===== src/hdl/nested_timeout_stack_unit_macros.svh =====
// Assertion macros for the nested timeout stack unit.
// Used by the core and the top level; expects clk and arst_n in scope.
`ifndef NESTED_TIMEOUT_STACK_UNIT_MACROS_SVH
`define NESTED_TIMEOUT_STACK_UNIT_MACROS_SVH

// same-cycle implication, checked outside reset
`define NTS_ASSERT_NOW(lbl, ante, cons, msg) \
	lbl: assert property (@(posedge clk) disable iff (!arst_n) (ante) |-> (cons)) \
		else $error(msg);

// next-cycle implication, checked outside reset
`define NTS_ASSERT_NEXT(lbl, ante, cons, msg) \
	lbl: assert property (@(posedge clk) disable iff (!arst_n) (ante) |=> (cons)) \
		else $error(msg);

`endif


===== src/hdl/nts_pkg.sv =====
// Shared types and constants for the nested timeout stack unit.
// No dependencies.
package nts_pkg;

	localparam int CNT_W           = 16;
	localparam int NEST_W          = 8;
	localparam int MARGIN_W        = 4;
	localparam int OP_W            = 2;
	localparam int STACK_DEPTH_DEF = 5;

	localparam logic [MARGIN_W-1:0] MARGIN_RESET = 4'd3;
	localparam logic [NEST_W-1:0]   NEST_MAX     = 8'hFF;

	// operation codes
	localparam logic [OP_W-1:0] OP_TICK  = 2'd0;
	localparam logic [OP_W-1:0] OP_PUSH  = 2'd1;
	localparam logic [OP_W-1:0] OP_CHECK = 2'd2;

	// write request into the leftover stack
	typedef struct packed {
		logic             wr_en;
		logic [CNT_W-1:0] wr_data;
	} stk_wr_t;

endpackage


===== src/hdl/nested_timeout_stack_unit.sv =====
// A command passes through the input stage, then the result stage. Throughput: one item
// per cycle while results are taken; the timer core's single-pass update sets the rate.
// A result stalled on res_ready holds timer state; commands keep flowing into
// the input stage while it is empty. Reset (arst_n low, async) stops and clears
// the counter, depth and match flag, and loads margin_q with 3.
// Depends on nts_pkg, nts_core and nested_timeout_stack_unit_macros.svh.
`include "nested_timeout_stack_unit_macros.svh"

module nested_timeout_stack_unit #(
	parameter int STACK_DEPTH = nts_pkg::STACK_DEPTH_DEF
) (
	input  logic                         clk,
	input  logic                         arst_n,
	input  logic                         cfg_wr_en,
	input  logic [nts_pkg::MARGIN_W-1:0] cfg_wr_data,
	input  logic                         cmd_valid,
	output logic                         cmd_ready,
	input  logic [nts_pkg::OP_W-1:0]     operation,
	input  logic [nts_pkg::CNT_W-1:0]    duration,
	input  logic                         cond,
	output logic                         res_valid,
	input  logic                         res_ready,
	output logic                         keep_waiting,
	output logic                         timed_out,
	output logic [nts_pkg::CNT_W-1:0]    remaining,
	output logic [nts_pkg::NEST_W-1:0]   depth
);

	logic [nts_pkg::MARGIN_W-1:0] margin_q;
	logic                         valid_s1;
	logic [nts_pkg::OP_W-1:0]     op_s1;
	logic [nts_pkg::CNT_W-1:0]    dur_s1;
	logic                         cond_s1;
	logic                         res_valid_q, keep_q, keep_d;
	logic                         advance, cmd_accept;

	assign advance    = valid_s1 && (!res_valid_q || res_ready);
	assign cmd_ready  = !valid_s1 || advance;
	assign cmd_accept = cmd_valid && cmd_ready;

	always_ff @(posedge clk or negedge arst_n) begin
		if (!arst_n) begin
			margin_q <= nts_pkg::MARGIN_RESET;
		end else if (cfg_wr_en) begin
			margin_q <= cfg_wr_data;
		end
	end

	always_ff @(posedge clk or negedge arst_n) begin
		if (!arst_n) begin
			valid_s1 <= 1'b0;
		end else if (cmd_accept) begin
			valid_s1 <= 1'b1;
		end else if (advance) begin
			valid_s1 <= 1'b0;
		end
	end

	always_ff @(posedge clk) begin
		if (cmd_accept) begin
			op_s1   <= operation;
			dur_s1  <= duration;
			cond_s1 <= cond;
		end
	end

	nts_core #(
		.STACK_DEPTH(STACK_DEPTH)
	) u_core (
		.clk      (clk),
		.arst_n   (arst_n),
		.en       (advance),
		.op       (op_s1),
		.dur      (dur_s1),
		.cond     (cond_s1),
		.margin   (margin_q),
		.keep     (keep_d),
		.timed_out(timed_out),
		.remaining(remaining),
		.depth    (depth)
	);

	always_ff @(posedge clk or negedge arst_n) begin
		if (!arst_n) begin
			res_valid_q <= 1'b0;
		end else if (advance) begin
			res_valid_q <= 1'b1;
		end else if (res_ready) begin
			res_valid_q <= 1'b0;
		end
	end

	always_ff @(posedge clk) begin
		if (advance) begin
			keep_q <= keep_d;
		end
	end

	assign res_valid    = res_valid_q;
	assign keep_waiting = keep_q;

	`NTS_ASSERT_NEXT(a_adv_gives_result, advance, res_valid_q,
		"advanced item produced no result")
	`NTS_ASSERT_NEXT(a_accept_fills_s1, cmd_accept, valid_s1,
		"accepted item missing from input stage")
	`NTS_ASSERT_NOW(a_no_overwrite, valid_s1 && res_valid_q && !res_ready, !cmd_ready,
		"input stage open while blocked")

endmodule


===== src/hdl/nts_stack.sv =====
// Leftover stack: saved outer-timeout leftovers, one write and one read port.
// Depends on nts_pkg. Entries hold garbage until written.
module nts_stack #(
	parameter int STACK_DEPTH = nts_pkg::STACK_DEPTH_DEF
) (
	input  logic                                         clk,
	input  nts_pkg::stk_wr_t                             wr,
	input  logic [((STACK_DEPTH > 1) ? $clog2(STACK_DEPTH) : 1)-1:0] wr_idx,
	input  logic [((STACK_DEPTH > 1) ? $clog2(STACK_DEPTH) : 1)-1:0] rd_idx,
	output logic [nts_pkg::CNT_W-1:0]                    rd_data
);

	logic [nts_pkg::CNT_W-1:0] mem_q [STACK_DEPTH];

	always_ff @(posedge clk) begin
		if (wr.wr_en) begin
			mem_q[wr_idx] <= wr.wr_data;
		end
	end

	assign rd_data = mem_q[rd_idx];

endmodule


===== src/hdl/nts_core.sv =====
// Timer core: counter, compare, match flag, nesting count and next-state logic.
// Depends on nts_pkg, nts_stack and nested_timeout_stack_unit_macros.svh.
`include "nested_timeout_stack_unit_macros.svh"

module nts_core #(
	parameter int STACK_DEPTH = nts_pkg::STACK_DEPTH_DEF
) (
	input  logic                         clk,
	input  logic                         arst_n,
	input  logic                         en,
	input  logic [nts_pkg::OP_W-1:0]     op,
	input  logic [nts_pkg::CNT_W-1:0]    dur,
	input  logic                         cond,
	input  logic [nts_pkg::MARGIN_W-1:0] margin,
	output logic                         keep,
	output logic                         timed_out,
	output logic [nts_pkg::CNT_W-1:0]    remaining,
	output logic [nts_pkg::NEST_W-1:0]   depth
);

	localparam int IDX_W = (STACK_DEPTH > 1) ? $clog2(STACK_DEPTH) : 1;
	localparam logic [nts_pkg::NEST_W-1:0] SD_N = nts_pkg::NEST_W'(STACK_DEPTH);

	logic [nts_pkg::CNT_W-1:0]  cnt_q, cnt_d, cmp_q, cmp_d;
	logic                       running_q, running_d, flag_q, flag_d;
	logic [nts_pkg::NEST_W-1:0] nest_q, nest_d;

	logic [nts_pkg::CNT_W-1:0]  left, cnt_inc, base_hi, push_cmp, pop_cmp, rd_data;
	logic [nts_pkg::NEST_W-1:0] nest_dec, nest_m1, nest_m2;
	logic                       cmp_ahead;
	nts_pkg::stk_wr_t           wr;

	assign cmp_ahead = cmp_q > cnt_q;
	assign left      = cmp_ahead ? (cmp_q - cnt_q) : '0;
	assign cnt_inc   = cnt_q + 1'b1;
	// re-arm adds to whatever is left: cnt + left is cmp when ahead, else cnt
	assign base_hi   = cmp_ahead ? cmp_q : cnt_q;
	assign push_cmp  = dur + nts_pkg::CNT_W'(margin) + cnt_q;
	assign pop_cmp   = base_hi + rd_data + nts_pkg::CNT_W'(margin);
	assign nest_dec  = (nest_q != '0) ? (nest_q - 1'b1) : '0;
	assign nest_m1   = nest_q - 1'b1;
	assign nest_m2   = nest_q - 2'd2;

	nts_stack #(
		.STACK_DEPTH(STACK_DEPTH)
	) u_stack (
		.clk    (clk),
		.wr     (wr),
		.wr_idx (nest_m1[IDX_W-1:0]),
		.rd_idx (nest_m2[IDX_W-1:0]),
		.rd_data(rd_data)
	);

	always_comb begin
		cnt_d      = cnt_q;
		cmp_d      = cmp_q;
		running_d  = running_q;
		flag_d     = flag_q;
		nest_d     = nest_q;
		keep       = 1'b0;
		wr.wr_en   = 1'b0;
		wr.wr_data = '0;
		unique case (op)
			nts_pkg::OP_TICK: begin
				if (running_q) begin
					cnt_d = cnt_inc;
					if (cnt_inc == cmp_q) begin
						flag_d = 1'b1;
					end
				end
			end
			nts_pkg::OP_PUSH: begin
				if (dur != '0 && !flag_q) begin
					if (nest_q <= SD_N) begin
						if (nest_q != '0) begin
							wr.wr_en = 1'b1;
							if (left > dur) begin
								wr.wr_data = left - dur;
								cmp_d      = push_cmp;
								flag_d     = 1'b0;
								running_d  = 1'b1;
							end
						end else begin
							cmp_d     = push_cmp;
							flag_d    = 1'b0;
							running_d = 1'b1;
						end
					end
					if (nest_q != nts_pkg::NEST_MAX) begin
						nest_d = nest_q + 1'b1;
					end
				end
			end
			nts_pkg::OP_CHECK: begin
				if (flag_q || !cond) begin
					nest_d = nest_dec;
					if (nest_dec == '0) begin
						running_d = 1'b0;
						cmp_d     = '0;
						cnt_d     = '0;
						flag_d    = 1'b0;
					end else if (nest_dec <= SD_N && rd_data != '0) begin
						cmp_d     = pop_cmp;
						flag_d    = 1'b0;
						running_d = 1'b1;
					end
				end else begin
					keep = 1'b1;
				end
			end
			default: begin
			end
		endcase
		if (!en) begin
			wr.wr_en = 1'b0;
		end
	end

	always_ff @(posedge clk or negedge arst_n) begin
		if (!arst_n) begin
			cnt_q     <= '0;
			cmp_q     <= '0;
			running_q <= 1'b0;
			flag_q    <= 1'b0;
			nest_q    <= '0;
		end else if (en) begin
			cnt_q     <= cnt_d;
			cmp_q     <= cmp_d;
			running_q <= running_d;
			flag_q    <= flag_d;
			nest_q    <= nest_d;
		end
	end

	// results read straight from state; state only moves when a new result loads
	assign timed_out = flag_q;
	assign remaining = left;
	assign depth     = nest_q;

	`NTS_ASSERT_NOW(a_idle_when_empty, nest_q == '0,
		!running_q && cnt_q == '0 && cmp_q == '0, "timer not cleared at depth zero")
	`NTS_ASSERT_NOW(a_flag_needs_run, !running_q, !flag_q,
		"match flag set while counter stopped")
	`NTS_ASSERT_NEXT(a_hold_when_idle, !en, $stable(nest_q) && $stable(cnt_q),
		"state moved without an item")

endmodule


===== config.mk =====
export PLATFORM = sky130hd
export DESIGN_NAME = nested_timeout_stack_unit
export DESIGN_NICKNAME = d
export VERILOG_FILES = /design/src/hdl/nts_pkg.sv /design/src/hdl/nested_timeout_stack_unit.sv /design/src/hdl/nts_stack.sv /design/src/hdl/nts_core.sv
export VERILOG_INCLUDE_DIRS = /design/src /design/src/hdl
export SDC_FILE = /design/constraint.sdc
export NUM_CORES = 1
export LEC_CHECK = 0
export ABC_AREA = 1
export BUFFER_PORTS_ARGS = -buffer_cell sky130_fd_sc_hd__clkbuf_2
export CELL_PAD_IN_SITES_DETAIL_PLACEMENT = 1
export CELL_PAD_IN_SITES_GLOBAL_PLACEMENT = 1
export CORE_MARGIN = 2
export CORE_UTILIZATION = 51
export DETAILED_ROUTE_END_ITERATION = 8
export PLACE_DENSITY_LB_ADDON = 0.1
export SLEW_MARGIN = 10
export SYNTH_ARGS = -nofsm -noshare
export SYNTH_HDL_FRONTEND = slang
export SYNTH_HIERARCHICAL = 1
export SYNTH_SLANG_ARGS = --single-unit
export TNS_END_PERCENT = 5

===== constraint.sdc =====
create_clock -name clk -period 8.2 [get_ports clk]
set_clock_uncertainty 0.05 [all_clocks]
set_input_delay 0.41 -clock clk [delete_from_list [all_inputs] [get_ports clk]]
set_output_delay 0.41 -clock clk [all_outputs]
set_load 0.005 [all_outputs]

==> out/metrics.cfg, run 1 <==
[clock_network]
ctsHoldBuffers=0
cts_resized=0
htreeDepth=4
cts_buffer_depth=2
cts.sinks=148
postCtsSetupBuffers=0
cts_tree=built
cts_buffers=17
clk_pin_slew_worst_paths_ns=0.07
cts_root_buffer=clkbuf_16
insertion_delay_ns=0.44

[timing]
setup_viol=0
hold_viol_final=0
clock.fmax_mhz=190
tns_ns=0
slew_violations=0
rsz0062_at_grt=false
worstMarginPinSlew_ns=1.09
finalCritPeriodShare=0.643
relSlewSlack=0.271
fin_crit_ns=5.27

[worst_setup_path]
criticalPathCategory=flip-flop to flip-flop
critPathCaptureType=flip-flop
r2r_slack_ns=2.93
crit_fanout=16
start_kind=flip-flop
cp.required_ns=8.35
r2r-end=u_core/u_stack/mem_q[0][15]
reg2reg_depth=27
cp.arrival_ns=5.42
worstReg2RegStart=u_core/cnt_q[4]

[global_routing]
grt_use_total=0.326
grt_max_degree=49
grt_overflow=0
grt_pass1_wl_um=56400
antenna_found_initial=0
first_global_vias=10700

[synthesis]
synth-edff-count=100
async_flop_share=0.324
yosys-mux-area-fraction=0
synth_top_cell_area_share=0.272
yosysMostFrequentCell=nand2_1
synth_fa_ha_area_frac=0.127
synth_compound_area_frac=0.115
ys.flop_type=edfxtp_1
yosysWarningCount=6
synthTopCellsByArea=edfxtp_1 (27%), nand2_1 (13%), ha_1 (11%), dfrtp_1 (10%), inv_1 (7.3%)
yosysSeqAreaShare=0.381
syn_area_per_cell_um2=7.72
syn_area_um2=11100
synth_top_family_by_area=simple AND/OR/NAND/NOR gates
synthTopCellsByCount=nand2_1 (394), inv_1 (216), edfxtp_1 (100), nor2_1 (100), nand3_1 (99)
ys_types=49
syn_nets=1564
syn_inst=1431
synth_seq_cells=148
synthSimpleGateAreaFrac=0.249
synthXorXnorAreaFrac=0.0318
yosysTopAreaCell=edfxtp_1

[place]
io_buffers=55
place_congestion=0.906
dp_hpwl_um=26500

[final_layout]
utilization=0.575
area_delta_synth_final_pct=10.1
diodes=0
drive_gt1_frac=0.0895
final_nets=1617

[drt]
drt_iter0_drc=651
wirelength_um=36000
drc_errors=0
wl_per_cell_um=20.3
antenna_left=0
drt_first_pass_iters=5
vias=10200
routed_via_density=5.77

[flow_run]
drv_cap=0

[run_status]
status=completed

[floorplanning]
initial_core_util=0.522
dieHeight_um=151
rows=53
die_x_um=151
pin_count=56
dieArea_um2=22900
core_um2=21200

[min_path]
worstHoldPathType=primary input to async pin

[through the flow]
stage | area (µm²) | std cells | setup WS (ns) | hold WS (ns)
after floorplan | 11100 | 1431 | 4.13 | 0.0644
after global placement | 11600 | 1740 | 3.41 | 0.411
after detailed placement | 11600 | 1740 | 3.19 | 0.441
after CTS | 12200 | 1772 | 3.07 | 0.0856
after global routing | 12200 | 1772 | 2.31 | 0.0845
final | 12200 | 1772 | 2.93 | 0.0678
[sequential cells by signal, indices dropped and copies added (netlist names)]
name                  cells
u_core/u_stack/mem_q     80
u_core/running_q          1
dur_s1                   16
u_core/timed_out          1
valid_s1                  1
op_s1                     2
u_core/depth              8
res_valid                 1
u_core/cnt_q             16
margin_q                  4
u_core/cmp_q             16
keep_waiting              1
cond_s1                   1
[layout by cell type, fill, tap and decap left out, drive strengths merged, types with 3 or more instances in the layout]
master,Yosys,layout
a21oi,81,81
xor2,23,23
xnor2,12,12
buf,21,9
o22ai,13,13
nor4,6,6
o21ai,99,99
nand2,406,406
o31ai,8,8
nor2,105,105
fa,12,12
inv,224,233
nor3,18,18
ha,93,93
edfxtp,100,100
a31oi,3,3
o211ai,5,5
nand4,10,10
dfrtp,46,46
or2,3,3
a21o,12,12
clkinv,1,4
nand3,103,103
clkbuf,9,72
[routing by layer]
metal,wire length [µm],GRT usage,vias to the layer above,share of wire
met5,0,0,-,0
met4,1280,0.136,0,0.035
met3,2100,0.0611,83,0.058
met2,17200,0.543,334,0.48
met1,15500,0.416,5012,0.43
li1,-,-,4801,-
[logic make-up after synthesis]
kind of cell	Yosys count
simple gates	655
fa+ha+maj	105
buf+inv	255
xor+xnor	37
compound gates	231
flops	148
[worst max-delay path: stages, from the launching register on]
cell and delay (ns):
dfrtp_1 0.53, inv_1 0.11, ha_1 0.36, nand2_1 0.10, nor2_1 0.20, nand3_1 0.09, nand2_1 0.14, nand2_1 0.08
nand2_1 0.11, nand2_1 0.08, inv_1 0.40, o21ai_0 0.22, a21oi_1 0.30, ha_1 0.25, inv_1 0.08, nor2_1 0.14
o21ai_0 0.10, nand2_1 0.13, nand2_1 0.08, nand2_1 0.17, nand2_1 0.08, nand2_1 0.08, nand2_1 0.09, inv_1 0.09
nand2_1 0.28, inv_1 0.21, o21ai_0 0.11, a21oi_1 0.36
[cell type report]
class,instances,area [µm²]
clock buffers,17,425
clock inverters,15,185
fillers,2674,8990
inverters,225,852
multi-input cells,1028,5810
flip-flops and latches,148,4210
well taps,275,344
repair buffers,64,343
[worst max-delay path by stage]
stage                    startpoint                          end  slack (ns)
floorplan           u_core/cmp_q[0]             u_core/cmp_q[15]        4.13
global placement    u_core/cnt_q[4]  u_core/u_stack/mem_q[0][11]        3.41
detailed placement  u_core/cnt_q[4]  u_core/u_stack/mem_q[0][15]        3.19
CTS                 u_core/cnt_q[4]  u_core/u_stack/mem_q[4][15]        3.07
global route        u_core/cnt_q[5]  u_core/u_stack/mem_q[4][15]        2.31
finish              u_core/cnt_q[4]  u_core/u_stack/mem_q[0][15]        2.93
Power of run 1 is left out: the tool's default activity adds up to more than one toggle a clock period on the data nets, which glitch-free logic cannot reach.
==> run 2, diff against run 1 <==
CORE_UTILIZATION = 47   (was 51)
clock period = 5.3 ns   (was 8.2 ns; I/O delays follow)
==> out/metrics.cfg, run 2 (same netlist as run 1, synthesis figures left out) <==
[global_routing]
antenna_found_initial=0  ; unchanged
grt_max_degree=49  ; unchanged
grt_use_total=0.309  ; -0.0164
first_global_vias=10700  ; -0.42%
grt_pass1_wl_um=57900  ; +2.5%
grt_overflow=0  ; unchanged

[drt]
vias=10300  ; +0.36%
antenna_left=0  ; unchanged
drt_iter0_drc=682  ; +4.8%
wirelength_um=36800  ; +2.2%
drc_errors=0  ; unchanged
routed_via_density=5.56  ; -3.6%
wl_per_cell_um=20.0  ; -1.8%
drt_first_pass_iters=5  ; unchanged

[timing]
hold_ws_ns=0.0168  ; -0.0510 ns
setup_viol=0  ; unchanged
clock.fmax_mhz=202  ; +6.5%
hold_viol_final=0  ; unchanged
slew_violations=0  ; unchanged
rsz0062_at_grt=true
finalCritPeriodShare=0.934  ; +0.291
relSlewSlack=0.365  ; +0.0943
worstMarginPinSlew_ns=0.949  ; -0.141 ns
fin_crit_ns=4.95  ; -0.322 ns

[place]
dp_hpwl_um=27800  ; +4.8%
place_congestion=0.920  ; +1.6%
io_buffers=55  ; unchanged

[floorplanning]
initial_core_util=0.475  ; -0.0473
pin_count=56  ; unchanged
core_um2=23300  ; +10%
die_x_um=157  ; +4.1%
rows=56  ; +5.7%
dieHeight_um=157  ; +4.1%
dieArea_um2=24800  ; +8.3%

[worst_setup_path]
cp.arrival_ns=5.25  ; -0.17 ns
start_kind=flip-flop
critPathCaptureType=flip-flop
reg2reg_depth=27  ; unchanged
cp.required_ns=5.60  ; -2.75 ns
crit_fanout=32  ; +16
criticalPathCategory=flip-flop to flip-flop

[clock_network]
insertion_delay_ns=0.44  ; about the same
cts_buffer_depth=2  ; unchanged
postCtsSetupBuffers=0  ; unchanged
cts_buffers=17  ; unchanged
cts.sinks=148  ; unchanged
htreeDepth=4  ; unchanged
clk_pin_slew_worst_paths_ns=0.07  ; about the same
cts_root_buffer=clkbuf_16
cts_tree=built

[final_layout]
area_delta_synth_final_pct=12.9
largest_register_ffs=80  ; unchanged
drive_gt1_frac=0.0957  ; +0.00616
top_register=u_core/u_stack/mem_q
layout_common_cells=nand2_1 (393), inv_1 (215), edfxtp_1 (100), nor2_1 (100), nand3_1 (99)
diodes=0  ; unchanged
mostFrequentLayoutCell=nand2_1
final_nets=1646  ; +1.8%

[flow_run]
drv_cap=0  ; unchanged

[min_path]
worstHoldPathType=primary input to flip-flop
whs_path_depth=3

[run_status]
status=completed

## run 2: cell count changes in the layout (fill, tap and decap cells not counted), sizes merged
cell	change
dlygate4sd3	+23
buf	+6
bufinv	-1
clkinv	+1
clkinvlp	+1
inv	-1
## run 2: area by class of cell
class                   count  area [µm²]
repair buffers             93         618
multi-input cells        1028        5810
flip-flops and latches    148        4210
inverters                 225         856
clock inverters            15         164
clock buffers              17         425
fillers                  2942       10800
well taps                 319         399
## run 2: worst max-delay path: stages (launching register included)
cell      delay, ns
dfrtp_1        0.49
inv_1          0.13
ha_1           0.37
nand2_1        0.10
nor2_1         0.18
nand3_1        0.09
nand2_1        0.13
nand2_1        0.08
nand2_1        0.11
nand2_1        0.11
buf_4          0.26
nor2_1         0.20
inv_1          0.07
ha_1           0.22
fa_1           0.39
nor2_1         0.17
o21ai_0        0.10
nand2_1        0.13
nand2_1        0.07
nand2_1        0.15
nand2_1        0.08
nand2_1        0.08
nand2_1        0.12
nand3_1        0.19
nand3_4        0.23
clkinv_4       0.30
nand2_1        0.13
o21ai_1        0.10
## run 2: metal layers
metal | share of wire | global-route usage | up-vias
met3 | 0.049 | 0.0410 | 58
met4 | 0.025 | 0.101 | 0
li1 | - | - | 4868
met5 | 0 | 0 | -
met1 | 0.45 | 0.411 | 5039
met2 | 0.47 | 0.522 | 302
## run 2: repair_timing
item                       in CTS  in global routing
hold endpoints to repair       68                  0
gates resized for setup         0                  5
hold buffers                   23                  0
setup endpoints to repair       0                 53
## run 2: through the flow
stage | utilization | cell area (µm²) | setup slack, ns | std cells | setup TNS (ns)
2_1_floorplan | - | 11100 | 1.23 | 1431 | 0
3_3_place_gp | 0.500 | 11600 | 0.529 | 1790 | 0
3_5_place_dp | 0.500 | 11600 | 0.338 | 1790 | 0
4_1_cts | 0.536 | 12500 | 0.291 | 1845 | 0
5_1_grt | 0.536 | 12500 | -0.0767 | 1845 | -0.370
6_report | 0.536 | 12500 | 0.350 | 1845 | 0
## run 2: path summary, 6_finish.rpt
path	from	end	slack (ns)
max	u_core/cnt_q[5]	u_core/cmp_q[11]	0.35
min	cfg_wr_data[1]	margin_q[1]	0.02
max reg2reg	u_core/cnt_q[5]	u_core/cmp_q[11]	0.35
min reg2reg	margin_q[0]	margin_q[0]	0.43
max in group asynchronous	arst_n	u_core/cmp_q[11]	4.23
min in group asynchronous	arst_n	u_core/depth[6]	0.45
Power of run 2 is left out for the same reason.
